===== config.mk =====
export PLATFORM = sky130hd
export DESIGN_NAME = speck64_96_ctr_keystream_xor_flat
export DESIGN_NICKNAME = d
export VERILOG_FILES = /design/src/rtl/core/spk_pkg.sv /design/src/rtl/core/spk_if.sv /design/src/rtl/core/speck64_96_ctr_keystream_xor.sv /design/src/rtl/core/spk_ram.sv /design/src/rtl/core/spk_front.sv /design/src/rtl/core/spk_back.sv /design/src/flat_wrapper.sv
export SDC_FILE = /design/constraint.sdc
export NUM_CORES = 2
export LEC_CHECK = 0
export ABC_AREA = 1
export BUFFER_PORTS_ARGS = -buffer_cell sky130_fd_sc_hd__buf_4
export CORE_MARGIN = 8
export CORE_UTILIZATION = 50
export CTS_CLUSTER_SIZE = 24
export DETAILED_ROUTE_END_ITERATION = 12
export PLACE_DENSITY = 0.68
export SLEW_MARGIN = 0
export SYNTH_ARGS = -nofsm -noshare
export SYNTH_HDL_FRONTEND = slang
export SYNTH_HIERARCHICAL = 1
export SYNTH_SLANG_ARGS = --single-unit

===== constraint.sdc =====
create_clock -name clk_i -period 10 [get_ports clk_i]
set_input_delay 1.5 -clock clk_i [delete_from_list [all_inputs] [get_ports clk_i]]
set_output_delay 1.5 -clock clk_i [all_outputs]
set_load 0.005 [all_outputs]

===== src/rtl/core/spk_pkg.sv =====
`timescale 1ns / 1ps
`default_nettype none

package spk_pkg;

  // Cipher geometry
  localparam int WORD_W      = 32;
  localparam int ROUND_COUNT = 26;
  localparam int ROUND_W     = $clog2(ROUND_COUNT);
  localparam int BLOCK_BYTES = 8;
  localparam int COUNT_W     = 4;
  localparam int ROT_X       = 8;
  localparam int ROT_Y       = 3;

  // Configuration register map
  localparam int CFG_IDX_W = 3;
  localparam logic [CFG_IDX_W-1:0] REG_KEY0     = 3'd0;
  localparam logic [CFG_IDX_W-1:0] REG_KEY1     = 3'd1;
  localparam logic [CFG_IDX_W-1:0] REG_KEY2     = 3'd2;
  localparam logic [CFG_IDX_W-1:0] REG_NONCE_LO = 3'd3;
  localparam logic [CFG_IDX_W-1:0] REG_NONCE_HI = 3'd4;

  // Item queue between front and back
  localparam int Q_DEPTH = 2;
  localparam int Q_PTR_W = $clog2(Q_DEPTH);
  localparam int Q_CNT_W = Q_PTR_W + 1;

  typedef struct packed {
    logic [WORD_W-1:0] key0;
    logic [WORD_W-1:0] key1;
    logic [WORD_W-1:0] key2;
    logic [WORD_W-1:0] nonce_lo;
    logic [WORD_W-1:0] nonce_hi;
  } cfg_t;

  // Classified block as it sits in the queue
  typedef struct packed {
    logic [WORD_W-1:0]      data_low;
    logic [WORD_W-1:0]      data_high;
    logic [BLOCK_BYTES-1:0] byte_en;
    logic                   full;
    logic                   first;
  } item_t;

  typedef struct packed {
    logic [WORD_W-1:0] x;
    logic [WORD_W-1:0] y;
  } pair_t;

  // One Speck round: x = (x >>> 8) + y ^ k; y = (y <<< 3) ^ x
  function automatic pair_t speck_rnd(input logic [WORD_W-1:0] x,
                                      input logic [WORD_W-1:0] y,
                                      input logic [WORD_W-1:0] k);
    pair_t             r;
    logic [WORD_W-1:0] xn;
    xn  = ({x[ROT_X-1:0], x[WORD_W-1:ROT_X]} + y) ^ k;
    r.x = xn;
    r.y = {y[WORD_W-ROT_Y-1:0], y[WORD_W-1:WORD_W-ROT_Y]} ^ xn;
    return r;
  endfunction

  // Widen per-byte enables of one word into a bit mask
  function automatic logic [WORD_W-1:0] byte_mask(input logic [WORD_W/8-1:0] en);
    logic [WORD_W-1:0] m;
    for (int i = 0; i < WORD_W / 8; i++) begin
      m[i*8 +: 8] = {8{en[i]}};
    end
    return m;
  endfunction

endpackage

`default_nettype wire


===== src/rtl/core/spk_if.sv =====
`timescale 1ns / 1ps
`default_nettype none

// Input block channel
interface spk_in_if;
  logic                                valid;
  logic                                ready;
  logic [spk_pkg::WORD_W-1:0]          data_low;
  logic [spk_pkg::WORD_W-1:0]          data_high;
  logic [spk_pkg::COUNT_W-1:0]         byte_count;
  logic                                first_block;

  modport source (output valid, data_low, data_high, byte_count, first_block,
                  input ready);
  modport sink   (input valid, data_low, data_high, byte_count, first_block,
                  output ready);
endinterface

// Result block channel
interface spk_out_if;
  logic                       valid;
  logic                       ready;
  logic [spk_pkg::WORD_W-1:0] result_low;
  logic [spk_pkg::WORD_W-1:0] result_high;

  modport source (output valid, result_low, result_high, input ready);
  modport sink   (input valid, result_low, result_high, output ready);
endinterface

`default_nettype wire


===== src/rtl/core/speck64_96_ctr_keystream_xor.sv =====
`timescale 1ns / 1ps
`default_nettype none
// Each block from the queue runs through the encryption rounds; a block that
//   starts a message first runs the key schedule into the key RAM.
// The back end takes a new block only after the last result is loaded for output;
//   the encryption round unit does one Speck round per cycle from the key RAM.
// Reset (rst_ni, async low) clears the config registers and counter to zero and
//   empties the queue; round keys stay unknown until a first block.

module speck64_96_ctr_keystream_xor (
  input  wire logic                            clk_i,
  input  wire logic                            rst_ni,
  input  wire logic                            cfg_we_i,
  input  wire logic [spk_pkg::CFG_IDX_W-1:0]   cfg_idx_i,
  input  wire logic [spk_pkg::WORD_W-1:0]      cfg_data_i,
  spk_in_if.sink                               in_i,
  spk_out_if.source                            out_o
);

  spk_pkg::cfg_t  cfg_q;
  logic           item_valid;
  spk_pkg::item_t item;
  logic           item_pop;

  // Configuration register writes
  always_ff @(posedge clk_i or negedge rst_ni) begin
    if (!rst_ni) begin
      cfg_q <= '0;
    end else if (cfg_we_i) begin
      case (cfg_idx_i)
        spk_pkg::REG_KEY0:     cfg_q.key0     <= cfg_data_i;
        spk_pkg::REG_KEY1:     cfg_q.key1     <= cfg_data_i;
        spk_pkg::REG_KEY2:     cfg_q.key2     <= cfg_data_i;
        spk_pkg::REG_NONCE_LO: cfg_q.nonce_lo <= cfg_data_i;
        spk_pkg::REG_NONCE_HI: cfg_q.nonce_hi <= cfg_data_i;
        default: begin
        end
      endcase
    end
  end

  spk_front u_front (
    .clk_i        (clk_i),
    .rst_ni       (rst_ni),
    .in_i         (in_i),
    .item_valid_o (item_valid),
    .item_o       (item),
    .item_pop_i   (item_pop)
  );

  spk_back u_back (
    .clk_i        (clk_i),
    .rst_ni       (rst_ni),
    .cfg_i        (cfg_q),
    .item_valid_i (item_valid),
    .item_i       (item),
    .item_pop_o   (item_pop),
    .out_o        (out_o)
  );

endmodule

`default_nettype wire


===== src/rtl/core/spk_ram.sv =====
`timescale 1ns / 1ps
`default_nettype none

module spk_ram #(
  parameter int WIDTH = 32,
  parameter int DEPTH = 32
) (
  input  wire logic                     clk_i,
  input  wire logic                     we_i,
  input  wire logic [$clog2(DEPTH)-1:0] waddr_i,
  input  wire logic [WIDTH-1:0]         wdata_i,
  input  wire logic [$clog2(DEPTH)-1:0] raddr_i,
  output logic      [WIDTH-1:0]         rdata_o
);

  logic [WIDTH-1:0] mem_q [DEPTH];

  // Write port and registered read port
  always_ff @(posedge clk_i) begin
    if (we_i) begin
      mem_q[waddr_i] <= wdata_i;
    end
    rdata_o <= mem_q[raddr_i];
  end

endmodule

`default_nettype wire


===== src/rtl/core/spk_front.sv =====
`timescale 1ns / 1ps
`default_nettype none

module spk_front (
  input  wire logic       clk_i,
  input  wire logic       rst_ni,
  spk_in_if.sink          in_i,
  output logic            item_valid_o,
  output spk_pkg::item_t  item_o,
  input  wire logic       item_pop_i
);

  spk_pkg::item_t                    q_mem_q [spk_pkg::Q_DEPTH];
  logic [spk_pkg::Q_PTR_W-1:0]       wptr_q, wptr_d;
  logic [spk_pkg::Q_PTR_W-1:0]       rptr_q, rptr_d;
  logic [spk_pkg::Q_CNT_W-1:0]       cnt_q, cnt_d;
  logic                              push;
  logic                              pop;
  logic [spk_pkg::COUNT_W-1:0]       cnt_clamp;
  spk_pkg::item_t                    cls;

  assign in_i.ready   = (cnt_q < spk_pkg::Q_CNT_W'(spk_pkg::Q_DEPTH));
  assign push         = in_i.valid & in_i.ready;
  assign item_valid_o = (cnt_q != '0);
  assign pop          = item_pop_i & item_valid_o;
  assign item_o       = q_mem_q[rptr_q];

  // Classify: clamp the count, derive byte enables and the full-block flag
  always_comb begin
    cnt_clamp = (in_i.byte_count > spk_pkg::COUNT_W'(spk_pkg::BLOCK_BYTES))
              ? spk_pkg::COUNT_W'(spk_pkg::BLOCK_BYTES) : in_i.byte_count;
    cls.data_low  = in_i.data_low;
    cls.data_high = in_i.data_high;
    for (int i = 0; i < spk_pkg::BLOCK_BYTES; i++) begin
      cls.byte_en[i] = (spk_pkg::COUNT_W'(i) < cnt_clamp);
    end
    cls.full  = (cnt_clamp == spk_pkg::COUNT_W'(spk_pkg::BLOCK_BYTES));
    cls.first = in_i.first_block;
  end

  // Advance queue pointers
  always_comb begin
    wptr_d = wptr_q;
    rptr_d = rptr_q;
    cnt_d  = cnt_q;
    if (push) begin
      wptr_d = (wptr_q == spk_pkg::Q_PTR_W'(spk_pkg::Q_DEPTH - 1)) ? '0 : wptr_q + 1'b1;
    end
    if (pop) begin
      rptr_d = (rptr_q == spk_pkg::Q_PTR_W'(spk_pkg::Q_DEPTH - 1)) ? '0 : rptr_q + 1'b1;
    end
    if (push && !pop) begin
      cnt_d = cnt_q + 1'b1;
    end else if (pop && !push) begin
      cnt_d = cnt_q - 1'b1;
    end
  end

  always_ff @(posedge clk_i or negedge rst_ni) begin
    if (!rst_ni) begin
      wptr_q <= '0;
      rptr_q <= '0;
      cnt_q  <= '0;
    end else begin
      wptr_q <= wptr_d;
      rptr_q <= rptr_d;
      cnt_q  <= cnt_d;
    end
  end

  // Store the classified block
  always_ff @(posedge clk_i) begin
    if (push) begin
      q_mem_q[wptr_q] <= cls;
    end
  end

  a_cnt_bound: assert property (@(posedge clk_i) disable iff (!rst_ni)
    cnt_q <= spk_pkg::Q_CNT_W'(spk_pkg::Q_DEPTH))
    else $error("queue fill above depth");

  a_cnt_track: assert property (@(posedge clk_i) disable iff (!rst_ni)
    (push && !pop) |=> (cnt_q == $past(cnt_q) + 1'b1))
    else $error("queue fill did not follow a transfer");

endmodule

`default_nettype wire


===== src/rtl/core/spk_back.sv =====
`timescale 1ns / 1ps
`default_nettype none

module spk_back (
  input  wire logic           clk_i,
  input  wire logic           rst_ni,
  input  wire spk_pkg::cfg_t  cfg_i,
  input  wire logic           item_valid_i,
  input  wire spk_pkg::item_t item_i,
  output logic                item_pop_o,
  spk_out_if.source           out_o
);

  localparam logic [2:0] ST_IDLE   = 3'd0;
  localparam logic [2:0] ST_EXPAND = 3'd1;
  localparam logic [2:0] ST_PREP   = 3'd2;
  localparam logic [2:0] ST_ROUND  = 3'd3;
  localparam logic [2:0] ST_DONE   = 3'd4;

  localparam logic [spk_pkg::ROUND_W-1:0] LAST_RND =
    spk_pkg::ROUND_W'(spk_pkg::ROUND_COUNT - 1);

  logic [2:0]                   state_q, state_d;
  logic [spk_pkg::ROUND_W-1:0]  rnd_q, rnd_d;
  logic [spk_pkg::WORD_W-1:0]   ctr_q, ctr_d;
  logic [spk_pkg::WORD_W-1:0]   a_q, a_d, b_q, b_d, c_q, c_d;
  logic [spk_pkg::WORD_W-1:0]   x_q, x_d, y_q, y_d;
  spk_pkg::item_t               cur_q, cur_d;
  logic                         ovld_q, ovld_d;
  logic [spk_pkg::WORD_W-1:0]   olow_q, olow_d, ohigh_q, ohigh_d;
  logic                         rk_we;
  logic [spk_pkg::ROUND_W-1:0]  rk_raddr;
  logic [spk_pkg::WORD_W-1:0]   rk_rdata;
  spk_pkg::pair_t               kx_rnd;
  spk_pkg::pair_t               enc_rnd;
  logic                         out_free;

  // Round key store, written during expansion, read one key per round
  spk_ram #(
    .WIDTH (spk_pkg::WORD_W),
    .DEPTH (spk_pkg::ROUND_COUNT)
  ) u_rk_ram (
    .clk_i   (clk_i),
    .we_i    (rk_we),
    .waddr_i (rnd_q),
    .wdata_i (a_q),
    .raddr_i (rk_raddr),
    .rdata_o (rk_rdata)
  );

  assign out_free = !ovld_q || out_o.ready;

  // Separate round units for key schedule and for encryption
  assign kx_rnd  = spk_pkg::speck_rnd(rnd_q[0] ? c_q : b_q, a_q,
                                      spk_pkg::WORD_W'(rnd_q));
  assign enc_rnd = spk_pkg::speck_rnd(x_q, y_q, rk_rdata);

  always_comb begin
    state_d    = state_q;
    rnd_d      = rnd_q;
    ctr_d      = ctr_q;
    a_d        = a_q;
    b_d        = b_q;
    c_d        = c_q;
    x_d        = x_q;
    y_d        = y_q;
    cur_d      = cur_q;
    ovld_d     = ovld_q;
    olow_d     = olow_q;
    ohigh_d    = ohigh_q;
    item_pop_o = 1'b0;
    rk_we      = 1'b0;
    rk_raddr   = '0;

    // Drop the result once it transfers
    if (ovld_q && out_o.ready) begin
      ovld_d = 1'b0;
    end

    case (state_q)
      ST_IDLE: begin
        if (item_valid_i) begin
          item_pop_o = 1'b1;
          cur_d      = item_i;
          rnd_d      = '0;
          if (item_i.first) begin
            a_d     = cfg_i.key0;
            b_d     = cfg_i.key1;
            c_d     = cfg_i.key2;
            ctr_d   = cfg_i.nonce_lo;
            state_d = ST_EXPAND;
          end else begin
            state_d = ST_PREP;
          end
        end
      end
      ST_EXPAND: begin
        rk_we = 1'b1;
        a_d   = kx_rnd.y;
        if (rnd_q[0]) begin
          c_d = kx_rnd.x;
        end else begin
          b_d = kx_rnd.x;
        end
        if (rnd_q == LAST_RND) begin
          rnd_d   = '0;
          state_d = ST_PREP;
        end else begin
          rnd_d = rnd_q + 1'b1;
        end
      end
      ST_PREP: begin
        // Fetch the first round key, load the counter block
        rk_raddr = '0;
        x_d      = cfg_i.nonce_hi;
        y_d      = ctr_q;
        rnd_d    = '0;
        state_d  = ST_ROUND;
      end
      ST_ROUND: begin
        x_d = enc_rnd.x;
        y_d = enc_rnd.y;
        if (rnd_q == LAST_RND) begin
          state_d = ST_DONE;
        end else begin
          rk_raddr = rnd_q + 1'b1;
          rnd_d    = rnd_q + 1'b1;
        end
      end
      ST_DONE: begin
        // Hold until the output register is free
        if (out_free) begin
          ovld_d  = 1'b1;
          olow_d  = (cur_q.data_low ^ y_q)
                  & spk_pkg::byte_mask(cur_q.byte_en[3:0]);
          ohigh_d = (cur_q.data_high ^ x_q)
                  & spk_pkg::byte_mask(cur_q.byte_en[7:4]);
          if (cur_q.full) begin
            ctr_d = ctr_q + 1'b1;
          end
          state_d = ST_IDLE;
        end
      end
      default: begin
        state_d = ST_IDLE;
      end
    endcase
  end

  always_ff @(posedge clk_i or negedge rst_ni) begin
    if (!rst_ni) begin
      state_q <= ST_IDLE;
      rnd_q   <= '0;
      ctr_q   <= '0;
      ovld_q  <= 1'b0;
    end else begin
      state_q <= state_d;
      rnd_q   <= rnd_d;
      ctr_q   <= ctr_d;
      ovld_q  <= ovld_d;
    end
  end

  always_ff @(posedge clk_i) begin
    a_q     <= a_d;
    b_q     <= b_d;
    c_q     <= c_d;
    x_q     <= x_d;
    y_q     <= y_d;
    cur_q   <= cur_d;
    olow_q  <= olow_d;
    ohigh_q <= ohigh_d;
  end

  assign out_o.valid       = ovld_q;
  assign out_o.result_low  = olow_q;
  assign out_o.result_high = ohigh_q;

  a_pop_idle: assert property (@(posedge clk_i) disable iff (!rst_ni)
    item_pop_o |-> (state_q == ST_IDLE) && item_valid_i)
    else $error("item taken outside idle");

  a_rnd_range: assert property (@(posedge clk_i) disable iff (!rst_ni)
    rnd_q <= LAST_RND)
    else $error("round index out of range");

  a_ctr_change: assert property (@(posedge clk_i) disable iff (!rst_ni)
    !$stable(ctr_q) |-> ($past(state_q) == ST_IDLE || $past(state_q) == ST_DONE))
    else $error("counter moved mid-block");

  a_result_load: assert property (@(posedge clk_i) disable iff (!rst_ni)
    (state_q == ST_DONE && out_free) |=> ovld_q && (state_q == ST_IDLE))
    else $error("result not loaded at end of block");

endmodule

`default_nettype wire


===== src/flat_wrapper.sv =====
// flat-port wrapper written by rule: the top's interface ports become plain ports
module speck64_96_ctr_keystream_xor_flat 
  (clk_i, rst_ni, cfg_we_i, cfg_idx_i, cfg_data_i, in_i_valid, in_i_data_low, in_i_data_high, in_i_byte_count, in_i_first_block, in_i_ready, out_o_valid, out_o_result_low, out_o_result_high, out_o_ready);
  spk_in_if in_i_i ();
  spk_out_if out_o_i ();
  input  wire logic clk_i;
  input  wire logic rst_ni;
  input  wire logic cfg_we_i;
  input  wire logic [spk_pkg::CFG_IDX_W-1:0] cfg_idx_i;
  input  wire logic [spk_pkg::WORD_W-1:0] cfg_data_i;
  input wire logic [$bits(in_i_i.valid)-1:0] in_i_valid;
  input wire logic [$bits(in_i_i.data_low)-1:0] in_i_data_low;
  input wire logic [$bits(in_i_i.data_high)-1:0] in_i_data_high;
  input wire logic [$bits(in_i_i.byte_count)-1:0] in_i_byte_count;
  input wire logic [$bits(in_i_i.first_block)-1:0] in_i_first_block;
  output wire logic [$bits(in_i_i.ready)-1:0] in_i_ready;
  output wire logic [$bits(out_o_i.valid)-1:0] out_o_valid;
  output wire logic [$bits(out_o_i.result_low)-1:0] out_o_result_low;
  output wire logic [$bits(out_o_i.result_high)-1:0] out_o_result_high;
  input wire logic [$bits(out_o_i.ready)-1:0] out_o_ready;
  assign in_i_i.valid = in_i_valid;
  assign in_i_i.data_low = in_i_data_low;
  assign in_i_i.data_high = in_i_data_high;
  assign in_i_i.byte_count = in_i_byte_count;
  assign in_i_i.first_block = in_i_first_block;
  assign in_i_ready = in_i_i.ready;
  assign out_o_valid = out_o_i.valid;
  assign out_o_result_low = out_o_i.result_low;
  assign out_o_result_high = out_o_i.result_high;
  assign out_o_i.ready = out_o_ready;
  speck64_96_ctr_keystream_xor u_core (.clk_i(clk_i), .rst_ni(rst_ni), .cfg_we_i(cfg_we_i), .cfg_idx_i(cfg_idx_i), .cfg_data_i(cfg_data_i), .in_i(in_i_i), .out_o(out_o_i));
endmodule

# Yosys cells after proc, flatten, opt, wreduce, memory -nomap -nowiden
# Memory sizes are Yosys's and may differ from the RTL's. A register that Yosys moved wholly into a read port is not among the register bits.
# Index checks and enable logic that the tools add are counted.
dict set report op_classes {
  n_addsub 8
  multipliers 0
  div 0
  n_lt_le_gt_ge 10
  eq_ne 19
  shift 0
  mux 45
  n_bitwise 10
  n_reduce_logical 28
}
# op n
set op_table {}
lappend op_table {{32-bit 2-to-1 mux} 13}
lappend op_table {{32-bit one-hot mux with 2 select lines} 6}
lappend op_table {{32-bit XOR} 5}
lappend op_table {{32-bit adder} 2}
lappend op_table {{32-bit AND} 2}
lappend op_table {{32-bit by 1-bit adder with 32-bit output, second input constant} 1}
lappend op_table {{32-bit by 5-bit XOR with 32-bit output} 1}
lappend op_table {{5-bit 2-to-1 mux} 4}
lappend op_table {{5-bit one-hot mux with 4 select lines} 1}
lappend op_table {{3-bit by 4-bit less-than comparator with 1-bit output, first input constant} 4}
lappend op_table {{2-bit inequality test, second input constant} 8}
lappend op_table {{3-bit one-hot mux with 5 select lines} 1}
lappend op_table {{2-bit AND reduction} 7}
lappend op_table {{3-bit by 2-bit equality test with 1-bit output, second input constant} 4}
lappend op_table {{1-bit 2-to-1 mux} 12}
lappend op_table {{3-bit 2-to-1 mux} 4}
lappend op_table {{4-bit AND reduction} 3}
lappend op_table {{2-bit nonzero test} 5}
lappend op_table {{1-bit by 4-bit less-than comparator with 1-bit output, first input constant} 2}
lappend op_table {{2-bit by 4-bit less-than comparator with 1-bit output, first input constant} 2}
lappend op_table {{3-bit by 1-bit equality test with 1-bit output, second input constant} 2}
lappend op_table {{3-bit equality test, second input constant} 2}
lappend op_table {{3-bit logical NOT} 2}
lappend op_table {{2-bit 2-to-1 mux} 3}
lappend op_table {{17 further kinds} 24}
dict set report totals {
  reg_bits 502
  latchBits 0
  mem_bits_rw 980
  mem_bits_ro 0
  input_bits 109
  output_inout_bits 66
  wordCells 145
  n_memories 2
}
# name words width rd rd_clocked_by_memory_dff write_ports line_no
set mem_list {}
lappend mem_list {u_core.u_back.u_rk_ram.mem_q 26 32 1 1 1 spk_ram.sv:16} ;# logic [WIDTH-1:0] mem_q [DEPTH];
lappend mem_list {u_core.u_front.q_mem_q 2 74 1 0 1 spk_front.sv:13} ;# spk_pkg::item_t q_mem_q [spk_pkg::Q_DEPTH];

# Logic depth before layout (Yosys ltp)
dict set report logic_depth {
  ltp_word 7
  depth_mapped 19
  mapped_depth_nobuf 18
}

# Modules after synthesis
# The synthesis kept the hierarchy.
# module instances cells_per_inst area_per_inst_um2 seq_area_each_um2
set modules_own_cells {}
lappend modules_own_cells {spk_ram 1 3071 34889.7 25624.6}
lappend modules_own_cells {spk_back 1 2544 20373.3 9944.5}
lappend modules_own_cells {speck64_96_ctr_keystream_xor 1 703 6289.8 4003.8}
lappend modules_own_cells {spk_front 1 429 5637.9 4544.4}

# Worst setup path before layout
# OpenSTA, ideal clock, no wires.
dict set report synth_path {
  path_type {input to register}
  startpoint {in in_i_valid}
  endpoint {mem u_core/u_front/q_mem_q[0][0] (netlist name), enable pin}
  arrival_ns 4.698
  slack_ns 4.795
  cell_stages 2
  cell_sequence {nand2_1 > nor2_1}
}
dict set report synth_between {
  elab_chain_cells 3
}
# element line_no
set synth_lines {}
lappend synth_lines {{start: declaration} flat_wrapper.sv:11} ;# input wire logic [$bits(in_i_i.valid)-1:0] in_i_valid;
lappend synth_lines {{1-bit AND} spk_front.sv:23} ;# assign push = in_i.valid & in_i.ready;
lappend synth_lines {{1-bit 2-to-1 mux} spk_front.sv:73} ;# if (push) begin
lappend synth_lines {{1-bit 2-to-1 mux (not written as such)} spk_front.sv:74} ;# q_mem_q[wptr_q] <= cls;
lappend synth_lines {{end: declaration} spk_front.sv:13}
# Every way passes these cells.

# Worst setup path in the final report
dict set report layout_path {
  startpoint {reg u_core/u_back/rnd_q[1] (netlist name)}
  endpoint {reg u_core.u_back.u_rk_ram.rdata_o[28], read port of u_core.u_back.u_rk_ram.mem_q}
}
dict set report layout_between {
  elab_chain_cells 3
  word_cells_on_any_way 4
  classes_between {add/sub (1); eq/ne (1); mux (2)}
}
# element line_no
set layout_lines {}
lappend layout_lines {{start: declaration} spk_back.sv:24} ;# logic [spk_pkg::ROUND_W-1:0] rnd_q, rnd_d;
lappend layout_lines {{start signal: assignment} spk_back.sv:158} ;# rnd_q <= rnd_d;
lappend layout_lines {{5-bit equality test} spk_back.sv:123} ;# if (rnd_q == LAST_RND) begin
lappend layout_lines {{5-bit 2-to-1 mux} spk_back.sv:123}
lappend layout_lines {{5-bit 2-to-1 mux} spk_back.sv:80} ;# case (state_q)
lappend layout_lines {{via u_core.u_back.rk_raddr, one bit} spk_back.sv:32} ;# logic [spk_pkg::ROUND_W-1:0] rk_raddr;
lappend layout_lines {{end: declaration} spk_ram.sv:13} ;# output logic [WIDTH-1:0] rdata_o
# The timed path passes the listed nets, and every way through them passes these cells.
# A chain may end at the register's enable or synchronous reset.

==> results.md <==
- Outcome: finished, final reports clean
- Number of failing setup endpoints in the final timing report: 0
- Slew HR: between 10% and 20%
- Number of warnings reported in the yosys synthesis log: 6
- Number of buffers added to fix hold violations after cts: 0
- Flip-flop and latch count after synthesis: ~1,500
- Cell Pwr Density: about 350 nW/um^2
- Leakage: ~0.032 uW
- Max VDD drop: about 0.27 mV
- Post-route minimum period: between 4 and 5 ns
- Estimated wirelength of the detail-placed design: roughly 120 mm
- F_max: roughly 230 MHz
- Setup_tns: 0 ns
- Library cells used by synthesis: 48
- Cell class contributing the biggest share of worst-path delay: buffers and inverters
- Fraction of layout cells with a size suffix above 1: 8.402%
- Instance area at placement: 70,320 sq um
- Number of gates resized after CTS: 0
- Number of sinks handled by clock tree synthesis: between 1,500 and 2,000
- Port buffer count: 174
- Slowest CP cell: buf_4
- Maximum fanout along the worst path: 76
- Post-route cell area: 75,550 sq um
- Commonest non-fill, non-tap cell in the layout: nand2_1
- Clk Tree Root Cell: clkbuf_16
- Startpoint-to-endpoint class of the critical path: register to register
- TritonCTS Buffers: 157
- Vias post-DR: around 50,000
- Initial Util: 50.35%
- Worst Hold Margin: between 0.4 and 0.5 ns
- Global route total overflow: 0
- Slew Limit Fails: 0
- Clk_lat worst skew: between 0.7 and 0.8 ns
- Number of buffers inserted by post-CTS setup repair: 0
- Avg Synthesized Cell Area: about 10 sq um
- Type of the worst min-delay path: register to register
- Area added between synthesis and finish: 12.44%
- Share of the clock period used by the worst path: a little over two fifths
- Chip height: 382.6 um
- Longest individual stage delay on the worst path: 0.77 ns
- Detailed-route DRC error count: 0
- Setup repair after global routing missed its margin: no
- Deepest clock path buffer count: 3
- Total I/O pin count: ~180
- Final count of hold timing violations: 0
- Worst Path Buf+Inv: 4
- Number of core rows: about 130
- TritonCTS clock tree: built
- Post-layout utilization of the core: between 50% and 60%
- Post-synthesis net count: ~6,900
- Number of violations reported at the end of detailed-routing iteration 0: 5,692
- Seq/Total Area, Yosys: around 66%
- Post-route clock skew: approximately 0.024 ns
- Worst Setup End Kind: register
- ANT nets after route: 0
- Total instance count after detailed placement: approximately 8,500
- Arrival time reported for the critical path endpoint: approximately 5.1 ns
- Number of H-tree branching levels: 4
- Via-per-instance ratio: between 5 and 6
- All-Layer GR Usage: between 20% and 30%
- WL per Instance: roughly 22 um
- Commonest cells after routing, fill and taps aside: 2,644 x nand2_1, 1,277 x edfxtp_1, 881 x nand3_1
- Final GP Congestion: ~0.93
- Wire length of the first global-routing pass: approximately 290 mm
- Most frequent cell on the critical path: nand2_1
- Slew of the pin with the lowest slew margin: 1.316 ns
- Number of cells produced by synthesis: 6,747
- Clk slew on worst S/H paths: 0.06 ns
- Total Die Area: ~150,000 sq um
- Category of the worst setup path launch point: register
- Initial antenna violation count: 4
- Crit path cell chain: inv_1 > ha_1 > nand4_1 > nand2_1 > nor2_4 > buf_4 > buf_4 > buf_4 > nand2_1 > nand3_1 > nand3_1 > nand2_1 > nand2_1 > nand2_1 > nand2_1 > nand2_1
- Total routed wirelength: just under 200 mm
- Netlist Area Pre-Place: 67,190 sq um
- Post-route insts no fill: between 8,000 and 9,000
- Number of global-route vias before repair: between 40,000 and 50,000
- Max capacitance violation total: 0
- Data required, critical path: 10.73 ns
- Area inside the core boundary: 133,500 sq um
- Pin count of the biggest net entering global routing: just over 200
- Number of nets in the finished design: slightly above 7,000
- Die Wd: 382.6 um
- Pre-antenna DRT Iters: 8
tightest hold or removal path: cells and delay by family, from the launching register on:
kind,cells,cell delay [ns]
simple gates,2,0.10
flops,1,0.34
area by class of cell:
| cell class | count | area, sq um |
|---|---|---|
| multi-input combinational | 4417 | 19960 |
| clock inverter | 83 | 967.2 |
| antenna | 1 | 2.502 |
| timing repair buffer | 269 | 2038 |
| sequential | 1514 | 44120 |
| fill | 11390 | 57910 |
| tap | 1768 | 2212 |
| clock buffer | 202 | 4262 |
| inverter | 525 | 1988 |
cell families after synthesis:
family,share of synthesized area [%]
DFF,65.66
and+or+nand+nor,23.82
AOI/OAI and AO/OA,2.989
buffers and inverters,5.061
adders and majority gates,1.289
xor gates and xnor gates,1.186
where the power goes:
group / total (uW) / internal, uW / switching (uW)
Combinational: 10800 / 2970 / 7780
Clock: 5950 / 3470 / 2480
Sequential: 10000 / 9010 / 1030
Total: 26800 / 15500 / 11300
worst paths after layout:
kind,start,to,slack [ns],depth (start not counted)
worst max-delay path,u_core/u_back/rnd_q[1],u_core/u_back/u_rk_ram/rdata_o[28],5.61,16
worst min-delay path,u_core/cfg_q[136],u_core/cfg_q[136],0.47,2
worst max register to register,u_core/u_back/rnd_q[1],u_core/u_back/u_rk_ram/rdata_o[28],5.61,16
worst min register to register,u_core/cfg_q[136],u_core/cfg_q[136],0.47,2
max in group asynchronous,rst_ni,u_core/cfg_q[147],7.84,2
min in group asynchronous,rst_ni,u_core/cfg_q[32],0.76,1
per-stage QoR:
step | power [uW] | setup slack, ns
2_1_floorplan | 17170 | 4.795
3_3_place_gp | 20530 | 5.839
3_5_place_dp | 20690 | 5.696
4_1_cts | 26670 | 5.690
5_1_grt | 28250 | 5.330
6_report | 26750 | 5.612
state kept, by name (all words and copies together) (netlist names), 32 cells and up:
signal	flops
u_core/u_front/q_mem_q	148
u_core/u_back/cur_q	73
u_core/u_back/out_o.result_low	32
u_core/u_back/x_q	32
u_core/u_back/out_o.result_high	32
u_core/u_back/a_q	32
u_core/u_back/c_q	32
u_core/u_back/ctr_q	32
u_core/u_back/b_q	32
u_core/u_back/u_rk_ram/rdata_o	32
u_core/u_back/y_q	32
u_core/cfg_q	160
u_core/u_back/u_rk_ram/mem_q	832
cells in the mapped netlist (all sizes together):
cell | instances | area (sq um)
o22ai | 16 | 106.4
and3 | 2 | 12.51
xor2 | 63 | 551.8
o21ai | 202 | 1011
xnor2 | 28 | 245.2
or2 | 20 | 125.1
o21a | 3 | 22.52
nand4 | 31 | 193.9
clkinv | 2 | 7.510
o21bai | 8 | 60.06
a21oi | 123 | 623.1
nor4 | 2 | 12.51
nand2 | 2647 | 9943
clkbuf | 61 | 234.0
nor3 | 30 | 182.7
a21o | 3 | 22.52
edfxtp | 1277 | 38350
nor2 | 246 | 963.4
dfrtp | 205 | 5130
dfxtp | 32 | 640.6
ha | 66 | 825.8
inv | 523 | 1963
a211oi | 1 | 12.51
a31oi | 6 | 37.54
nand3 | 881 | 4409
nand3b | 17 | 127.6
buf | 230 | 1196
and2 | 5 | 31.28
fa | 2 | 40.04
a21boi | 1 | 7.510
o211ai | 13 | 97.59
a22oi | 1 | 7.510
routing by layer:
| layer | global-route usage (%) | wire length (um) | part of all wire (%) |
|---|---|---|---|
| met1 | 36.08 | 79930 | 41 |
| met3 | 5.229 | 18110 | 9.2 |
| met2 | 41.34 | 91170 | 46 |
| met5 | 0 | 12 | 0.0061 |
| met4 | 10.11 | 8019 | 4.1 |
Note: power is estimated with default switching activity, not from simulation.
